==> config.mk <==
export PLATFORM = sky130hd
export DESIGN_NAME = bsp_queue
export DESIGN_NICKNAME = d
export VERILOG_FILES = /design/src/bsp_pkg.sv /design/src/bsp_queue.sv
export SDC_FILE = /design/constraint.sdc
export NUM_CORES = 1
export LEC_CHECK = 0
export BUFFER_PORTS_ARGS = -buffer_cell sky130_fd_sc_hd__buf_2
export CORE_MARGIN = 2
export CORE_UTILIZATION = 60
export CTS_CLUSTER_DIAMETER = 200
export CTS_CLUSTER_SIZE = 14
export DETAILED_ROUTE_END_ITERATION = 8
export PLACE_DENSITY = 0.79
export RECOVER_POWER = 50
export SYNTH_ARGS = -nofsm -noshare
export SYNTH_HDL_FRONTEND = slang
export SYNTH_SLANG_ARGS = --single-unit
==> constraint.sdc <==
create_clock -name clk -period 12.5 [get_ports clk]
set_input_delay 0 -clock clk [delete_from_list [all_inputs] [get_ports clk]]
set_output_delay 0 -clock clk [all_outputs]
set_load 0.02 [all_outputs]
==> src/bsp_pkg.sv <==
package bsp_pkg;

  // map and fixed-point formats
  localparam int MAP_BITS  = 10;
  localparam int FRAC_BITS = 16;
  localparam int POS_W     = MAP_BITS + FRAC_BITS;
  localparam int REL_W     = POS_W + 2;
  localparam int VEC_W     = 16;
  localparam int VEC_FRAC  = 14;
  localparam int PROD_W    = REL_W + VEC_W;
  localparam int NUM_W     = PROD_W + 1;
  localparam int DET_W     = 2 * VEC_W + 1;

  // screen resolution registers
  localparam int RES_W     = 13;
  localparam int HALF_W    = RES_W - 1;
  localparam logic [RES_W-1:0] RES_MIN     = RES_W'(1);
  localparam logic [RES_W-1:0] RES_MAX     = RES_W'(4096);
  localparam logic [RES_W-1:0] RES_X_RESET = RES_W'(640);
  localparam logic [RES_W-1:0] RES_Y_RESET = RES_W'(480);

  // configuration register indexes
  localparam int CFG_IDX_W = 1;
  localparam logic [CFG_IDX_W-1:0] CFG_RES_X = 1'b0;
  localparam logic [CFG_IDX_W-1:0] CFG_RES_Y = 1'b1;

  // result field widths
  localparam int DEPTH_W = 32;
  localparam int COL_OUT_W  = 16;
  localparam int SIZE_W  = 16;
  localparam int SX_W    = 15;
  localparam int EX_W    = 16;
  localparam int SY_W    = 13;
  localparam int EY_W    = 12;

  // column numerator: (res_x/2) * (tx + ty)
  localparam int SUM_W   = DEPTH_W + 1;
  localparam int COLN_W  = SUM_W + RES_W;

  // shared divider geometry
  localparam int DIV_UW_A = NUM_W + VEC_FRAC;
  localparam int DIV_UW_B = (COLN_W > RES_W + FRAC_BITS) ? COLN_W : RES_W + FRAC_BITS;
  localparam int DIV_UW   = (DIV_UW_A > DIV_UW_B) ? DIV_UW_A : DIV_UW_B;
  localparam int DIV_DW   = 32;
  localparam int DIV_QW   = 32;

  // centring offset of half a cell
  localparam logic [REL_W-1:0] HALF_CELL = REL_W'(1) << (FRAC_BITS - 1);

  // queue between front and back
  localparam int Q_DEPTH = 8;
  localparam int Q_AW    = 3;
  localparam int Q_CW    = Q_AW + 1;

  // saturation limits
  localparam logic [DIV_QW-1:0] CAP_POS = 32'h7FFF_FFFF;
  localparam logic [DIV_QW-1:0] CAP_NEG = 32'h8000_0000;

  typedef struct packed {
    logic signed [NUM_W-1:0] num_x;
    logic signed [NUM_W-1:0] num_y;
    logic signed [DET_W-1:0] det;
  } bsp_job_t;

  typedef struct packed {
    logic                fault;
    logic                neg_a;
    logic                neg_b;
    logic [DEPTH_W-1:0]  ty;
  } bsp_side_t;

  // clamp a resolution write into 1..4096
  function automatic logic [RES_W-1:0] clamp_res(input logic [RES_W-1:0] v);
    logic [RES_W-1:0] r;
    if (v < RES_MIN) begin
      r = RES_MIN;
    end else if (v > RES_MAX) begin
      r = RES_MAX;
    end else begin
      r = v;
    end
    return r;
  endfunction

  // apply sign and 32-bit saturation to a quotient magnitude
  function automatic logic [DEPTH_W-1:0] sat_q(input logic [DIV_QW-1:0] q,
                                               input logic ov, input logic neg);
    logic [DIV_QW-1:0] cap;
    logic [DIV_QW-1:0] m;
    cap = neg ? CAP_NEG : CAP_POS;
    m   = (ov || (q > cap)) ? cap : q;
    return neg ? DEPTH_W'(DIV_QW'(0) - m) : DEPTH_W'(m);
  endfunction

endpackage

==> src/bsp_queue.sv <==
module bsp_queue import bsp_pkg::*; (
  input  logic            clk,
  input  logic            rst_n,
  input  logic            push,
  input  bsp_job_t        job_in,
  input  logic            pop,
  output bsp_job_t        head,
  output logic            empty,
  output logic [Q_CW-1:0] count
);

  bsp_job_t        mem_r [0:Q_DEPTH-1];
  logic [Q_AW-1:0] wr_ptr_r, rd_ptr_r;
  logic [Q_CW-1:0] count_r;

  // entry storage
  always_ff @(posedge clk) begin
    if (push) begin
      mem_r[wr_ptr_r] <= job_in;
    end
  end

  // pointers and fill count
  always_ff @(posedge clk) begin
    if (!rst_n) begin
      wr_ptr_r <= '0;
      rd_ptr_r <= '0;
      count_r  <= '0;
    end else begin
      if (push) begin
        wr_ptr_r <= wr_ptr_r + Q_AW'(1);
      end
      if (pop) begin
        rd_ptr_r <= rd_ptr_r + Q_AW'(1);
      end
      count_r <= count_r + Q_CW'(push) - Q_CW'(pop);
    end
  end

  assign head  = mem_r[rd_ptr_r];
  assign empty = (count_r == '0);
  assign count = count_r;

endmodule

; Word level (Yosys, flattened, before mapping)
; Memories as Yosys holds them, arrays and structs flattened. A register that Yosys moved wholly into a read port is not among the register bits.
; Index checks and enable logic that the tools add are counted.
[totals]
register_bits = 10
memories = 1
ram_bits = 984
wordCells = 13
[op_classes]
n_mux = 4
n_addsub = 4
n_reduce_logical = 1
[memory_table]
columns = memory, words, width, rd, rd_ports_with_merged_regs, write_ports, line_no
row1 = mem_r, 8, 123, 1, 1, 1, bsp_queue.sv:12  ; bsp_job_t mem_r [0:Q_DEPTH-1];
[op_table]
columns = op, n
row1 = $add A3 B1 Y3 const B, 2
row2 = $mux W3, 2
row3 = $add A4 B1 Y4, 1
row4 = $logic_not A4 Y1, 1
row5 = $sub A4 B1 Y4, 1
row6 = $mux W1, 2

; Depth between registers and ports, before layout
; Gate-level depths: netlist of run 1.
[depth]
ltp_word = 3
depth_mapped = 8

; Worst setup path after synthesis of run 1
; Ideal clock, no wire load.
[synth_path]
kind = reg-to-reg
from = register wr_ptr_r[2]
to = memory mem_r[0][0] in the netlist's numbering, enable pin
stages_incl_launch_ff = 3
slack_ns = 2.944
t_required_ns = 11.744
period_less_slack_ns = 9.556
path_buffers = 0
setup_time_ns = 0.756
t_arrival_ns = 8.800
cell_sequence = dfxtp_1 > nand2b_1 > nor3_1
[synth_rtl]
columns = item, line_no
row1 = from (decl), bsp_queue.sv:13  ; logic [Q_AW-1:0] wr_ptr_r, rd_ptr_r;
row2 = from (signal assigned), bsp_queue.sv:31  ; wr_ptr_r <= wr_ptr_r + Q_AW'(1);
row3 = to (decl), bsp_queue.sv:12
; Straight into the memory's write port.

; Final worst setup path of run 1
[layout_path]
from = register wr_ptr_r[1]
to = memory mem_r[2][110] in the netlist's numbering, enable pin
; Straight into the memory's write port.

==> results of run 1 <==
cell families (layout without fill, tap and decap cells):
logic type	count (synthesis)	in the layout	share of synthesized area [%]
mux	372	372	19.5
simple gates	28	28	0.379
flops	997	997	77.7
xor+xnor	5	5	0.114
other cells	0	3	0
fa+ha+maj	8	8	0.281
buf+inv	77	512	1.97
compound gates	2	2	0.0326
final cells by class:
| cell class | instances | area, um2 | share of cell area [%] |
|---|---|---|---|
| diodes | 3 | 7.51 | 0.0172 |
| clock buffers | 94 | 2200 | 5.06 |
| clock inverters | 2 | 25.0 | 0.0575 |
| inverters | 7 | 26.3 | 0.0603 |
| multi-input cells | 415 | 7810 | 17.9 |
| flip-flops and latches | 997 | 29800 | 68.5 |
| well taps | 846 | 1060 | 2.43 |
| repair buffers | 409 | 2600 | 5.97 |
per-layer routing:
layer / up-vias / share of wire [%] / track usage, %
met5: - / 0.064 / 0
met4: 8 / 2.0 / 6.59
met3: 107 / 6.3 / 4.03
met2: 553 / 53 / 39.4
met1: 8849 / 39 / 29.6
li1: 7307 / - / -
worst max-delay path, stage by stage (launching register included):
cell and delay, ns:
dfxtp_1 0.46, nand2b_1 0.17, nor2_1 1.96, buf_4 0.66, buf_4 0.68
state kept, by name, summed over array words and instances, names as in the netlist, named ones only:
signal	count
rd_ptr_r	3
count	4
mem_r	984
wr_ptr_r	3
how the worst max path moves through the flow:
stage	start	endpoint	slack, ns	cells past startpoint
after CTS	flop	head[94]	8.26	5
after detailed placement	flop	head[94]	8.97	5
final	wr_ptr_r[1]	mem_r[2][110]	8.14	4
after floorplan	wr_ptr_r[2]	mem_r[0][0]	2.94	2
after global placement	flop	head[98]	9.02	5
after global routing	wr_ptr_r[1]	mem_r[2][102]	7.97	4
placed cells by master (no fill, tap or decap), drive strengths merged:
master	Yosys	routed
edfxtp	984	984
mux4	246	246
clkbuf	26	223
buf	44	153
dlygate4sd3	0	127
mux2	123	123
dfxtp	13	13
inv	7	8
ha	7	7
and2	7	7
nor2	6	6
nand2	5	5
nand2b	4	4
diode	0	3
mux2i	3	3
nor2b	3	3
xnor2	3	3
xor2	2	2
nor3	2	2
and3	1	1
a21o	1	1
a21oi	1	1
fa	1	1
clkinv	0	1
power by group through the flow:
stage | sequential [mW] | clock [mW] | combinational [mW]
final | 3.80 | 2.29 | 0.636
after global routing | 3.80 | 2.44 | 0.680
after CTS | 3.80 | 2.33 | 0.652
after detailed placement | 3.87 | 0 | 0.614
after global placement | 3.86 | 0 | 0.598
after floorplan | 3.88 | 0 | 0.423
timing repair:
item | 4_1_cts | 5_1_grt
resized for setup | 0 | 0
hold endpoints to repair | 997 | 0
setup endpoints to repair | 0 | 0
hold buffers | 127 | 0
==> run metrics, run 1 <==
fin crit share 34.9%; critical path class flop to flop; asr flop ratio synth 0%; register area share after synthesis 77.7%; Fin. Hold Viols 0; CP Max Fanout 39; row cnt 92; Switching Share 21.5%; Worst-path clk slew 0.07 ns; worst hold path type input port to flop; Hold Path Depth 3; GRT Total Usage 22.6%; r2r endpoint mem_r[2][110]; failing checks max-capacitance violations, max-slew violations; Least-Margin Pin Slew 2.65 ns; Clock Latency Late Sink 0.62 ns; Worst R2R Setup Slack 8.14 ns; share of total power in combinational logic 9.5%; fillers 3,763; largest net degree at the start of global routing 129; dpl ws 8.97 ns; fin crit period 4.36 ns; setup tns final 0 ns; Mapped Cells 1,489; Final Max Tran Viols 76; worst hold slack 0.269 ns; initial antenna violation count 7; Synth area leaders edfxtp_1 (77%), mux4_1 (9.4%), mux4_2 (6.4%), mux2_2 (3.6%), buf_8 (0.74%); Internal 5.28 mW; Die H 257 um; unrepaired setup endpoints after global routing no; Final Wtd Congestion 0.718; clk root buf clkbuf_16; Relative slew margins -77.5%; hold_sp rst_n; leading area contributor after synthesis edfxtp_1; Synth Cell Area 38,300 um2; most common cell in the netlist edfxtp_1; fmax 229 MHz; clock sinks 997; first-pass GRT wire length 111,000 um; vias in the first global route 18,100; FF-to-FF path depth 4; flip-flop and latch count after synthesis 997; main flop type after synthesis edfxtp_1; Initial DRC Count 1,270; part of the power in registers 56.5%; final core utilization 69.0%; Worst Hold Path EP rd_ptr_r[0]; Die X 257 um; reg2reg start wr_ptr_r[1]; CTS H-tree depth 3; vias per cell 6.07; pwr dens 154 nW/um2; CTS max path bufs 3; Worst EP required 12.73 ns; post-synthesis net count 1,624; Cell Count, Final, Fillers Out 2,773; PortBufs 254; Worst Path Arrival 4.59 ns; Setup Skew 0.0201 ns; DR WL/cell 26.4 um; worst-case vdd ir drop 0.132 mV; area delta synth->final 13.6%; DR vias 16,800; starting density of the core 60.8%; Residual DRC 0; Design Power 6.72 mW; layout net count 2,046; Post-Layout Inst Area 43,500 um2; IO Pins 255; CTS buffer count 81; Post-CTS Setup Bufs 0; Sw Pwr 1.44 mW; P_leak 13.8 nW; total grt overflow 0; HPWL Detailed 38,500 um; Final Setup Violations 0; fin worst setup slack 8.14 ns; status complete, but fails checks; DIE AREA 65,900 um2; Synth top area share 77.1%; layout cells sized above 1 25.0%; clock tree from TritonCTS yes; most frequent cells after synthesis edfxtp_1 (984), mux4_1 (137), mux2_2 (123); core area 63,100 um2; MaxCap Viol Count 4; Distinct cells, synth 27; EDFF count, synth 984; number of routed nets with antenna violations 0; CP startpoint kind flop; dpl cell area 40,200 um2; drt first pass iters 7; Post-Route WL 73,300 um; clock power share 34.0%; Syn. warnings 0; Mean Syn Cell Area 25.8 um2; Placed Cells 2,547; crit end category flop
Note: power is estimated with default switching activity, not from simulation.
==> run 2, diff against run 1 <==
--- a/config.mk
+++ b/config.mk
@@ -7,11 +7,11 @@
 export LEC_CHECK = 0
 export BUFFER_PORTS_ARGS = -buffer_cell sky130_fd_sc_hd__buf_2
 export CORE_MARGIN = 2
-export CORE_UTILIZATION = 60
+export CORE_UTILIZATION = 54
 export CTS_CLUSTER_DIAMETER = 200
 export CTS_CLUSTER_SIZE = 14
 export DETAILED_ROUTE_END_ITERATION = 8
-export PLACE_DENSITY = 0.79
+export PLACE_DENSITY = 0.75
 export RECOVER_POWER = 50
 export SYNTH_ARGS = -nofsm -noshare
 export SYNTH_HDL_FRONTEND = slang
==> constraint.sdc (replaced) <==
create_clock -name clk -period 4 [get_ports clk]
set_input_delay 0 -clock clk [delete_from_list [all_inputs] [get_ports clk]]
set_output_delay 0 -clock clk [all_outputs]
set_load 0.02 [all_outputs]
==> run 2 against run 1 <==
Net effect:
- the run still ends with max-capacitance violations, max-slew violations left
- via count is essentially flat
- flip-flop and latch count is the same
- utilization shrank 6.2 points
- critical path type is now flop to primary output
- critical endpoint is now head[33]
- largest power group unchanged
==> run metrics, run 2 (synthesis results as in run 1) <==
Final Wtd Congestion 0.715; layout net count 2,064; dpl cell area 40,800 um2; DIE AREA 73,200 um2; vias in the first global route 18,100; hold_sp job_in[16]; row cnt 97; Storage cell area 29,800 um2; Initial DRC Count 1,503; fillers 4,724; failing checks max-capacitance violations, max-slew violations; clock sinks 997; area delta synth->final 15.0%; unrepaired setup endpoints after global routing no; vias per cell 5.81; reg2reg start wr_ptr_r[2]; core area 70,100 um2; DR vias 16,800; WL met3 4040 um; Final Max Tran Viols 197; Post-Layout Inst Area 44,100 um2; Post-Route WL 73,300 um; CP startpoint kind flop; most frequent cells in the layout edfxtp_1 (984), clkbuf_1 (143), mux4_1 (137); Setup Skew 0.0154 ns; Worst R2R Setup Slack 0.92 ns; Die H 270 um; total grt overflow 0; Worst Path Arrival 3.12 ns; critical path class flop to primary output; Final Setup Violations 0; CP Max Fanout 42; multi-input logic area 7810 um2; initial antenna violation count 8; Internal 16.4 mW; DR WL/cell 25.3 um; clk root buf clkbuf_16; PortBufs 254; status complete, but fails checks; clock power share 33.9%; starting density of the core 54.7%; layout cells sized above 1 25.6%; setup tns final 0 ns; worst-case vdd ir drop 0.403 mV; fmax 321 MHz; P_leak 14.0 nW; Sw Pwr 4.64 mW; Clock Latency Late Sink 0.63 ns; number of routed nets with antenna violations 0; number of flip-flops in the largest register 984; MaxCap Viol Count 4; Worst EP required 4.00 ns; crit end category primary output; HPWL Detailed 39,700 um; Relative slew margins -59.5%; Biggest register mem_r; Fin. Hold Viols 0; Least-Margin Pin Slew 2.39 ns; CTS max path bufs 3; FF-to-FF path depth 3; WL met2 37,700 um; share of total power in combinational logic 9.6%; Switching Share 22.1%; first-pass GRT wire length 111,000 um; Residual DRC 0; CTS buffer count 81; r2r endpoint mem_r[0][61]; CTS H-tree depth 3; commonest non-fill, non-tap cell in the layout edfxtp_1; IO Pins 255; fin crit share 77.9%; part of the power in registers 56.5%; Worst Hold Path EP mem_r[2][16]; GRT Total Usage 20.3%; fin crit period 3.12 ns; Hold Path Depth 2; WL met1 30,100 um; worst hold path type input port to flop; drt first pass iters 5; Worst-path clk slew 0.06 ns; largest net degree at the start of global routing 70; clock tree from TritonCTS yes; Die X 270 um; DR top layer met5; pwr dens 476 nW/um2
## run 2: cell count changes in the layout (fill, tap and decap cells not counted), sizes merged
cell,before,now
buf,153,169
clkbuf,223,227
clkinv,1,5
inv,8,10
## run 2: worst max-delay path, stage by stage (launching register included)
cell	delay, ns
dfxtp_4	0.92
buf_4	0.44
mux4_1	0.61
mux2_2	0.32
buf_2	0.17
## run 2: what timing repair did
item | in CTS | in global routing
setup buffers | 0 | 0
gates resized for setup | 0 | 0
endpoints found under the hold margin | 997 | 0
setup endpoints to repair | 0 | 0
hold buffers | 127 | 0
## run 2: how the worst max path moves through the flow
stage                        endpoint  slack, ns   startpoint  depth (start not counted)
final                        head[33]       0.88         flop                          4
after floorplan           mem_r[3][0]      -0.30  wr_ptr_r[0]                          2
after detailed placement     head[33]       1.49         flop                          4
after global routing         head[33]       0.74         flop                          4
after global placement       head[55]       1.50         flop                          4
after CTS                    head[33]       0.81         flop                          4
## run 2: power groups by stage
stage / clock, mW / combinational, mW / sequential [mW]
2_1_floorplan: 0 / 1.32 / 12.1
3_3_place_gp: 0 / 1.92 / 12.1
3_5_place_dp: 0 / 1.97 / 12.1
4_1_cts: 7.27 / 2.09 / 11.9
5_1_grt: 7.68 / 2.16 / 11.9
6_report: 7.12 / 2.02 / 11.9
## run 2: area by class of cell
class / instances / share of cell area [%]
Timing Repair Buffer: 427 / 6.85
Antenna cell: 3 / 0.0170
Clock inverter: 8 / 0.326
Inverter: 7 / 0.0596
Multi-Input combinational cell: 415 / 17.7
Clock buffer: 96 / 4.73
Tap cell: 940 / 2.67
Sequential cell: 997 / 67.6
## run 2: per-layer routing
metal  up-vias  GRT usage, %
li1       7355             -
met3       106          4.15
met2       446          34.9
met5         -             0
met1      8904          26.7
met4         8          5.13
## run 2: through the flow
| step | total power, mW | hold slack (ns) | instances | utilization (%) | worst slack (ns) |
|---|---|---|---|---|---|
| 2_1_floorplan | 13.4 | 0.0989 | 1489 | - | -0.304 |
| 3_3_place_gp | 14.0 | 0.255 | 2659 | 58.2 | 1.50 |
| 3_5_place_dp | 14.1 | 0.269 | 2659 | 58.2 | 1.49 |
| 4_1_cts | 21.2 | 0.132 | 2890 | 63.2 | 0.814 |
| 5_1_grt | 21.7 | 0.254 | 2892 | 62.8 | 0.736 |
| 6_report | 21.0 | 0.264 | 2893 | 62.8 | 0.884 |
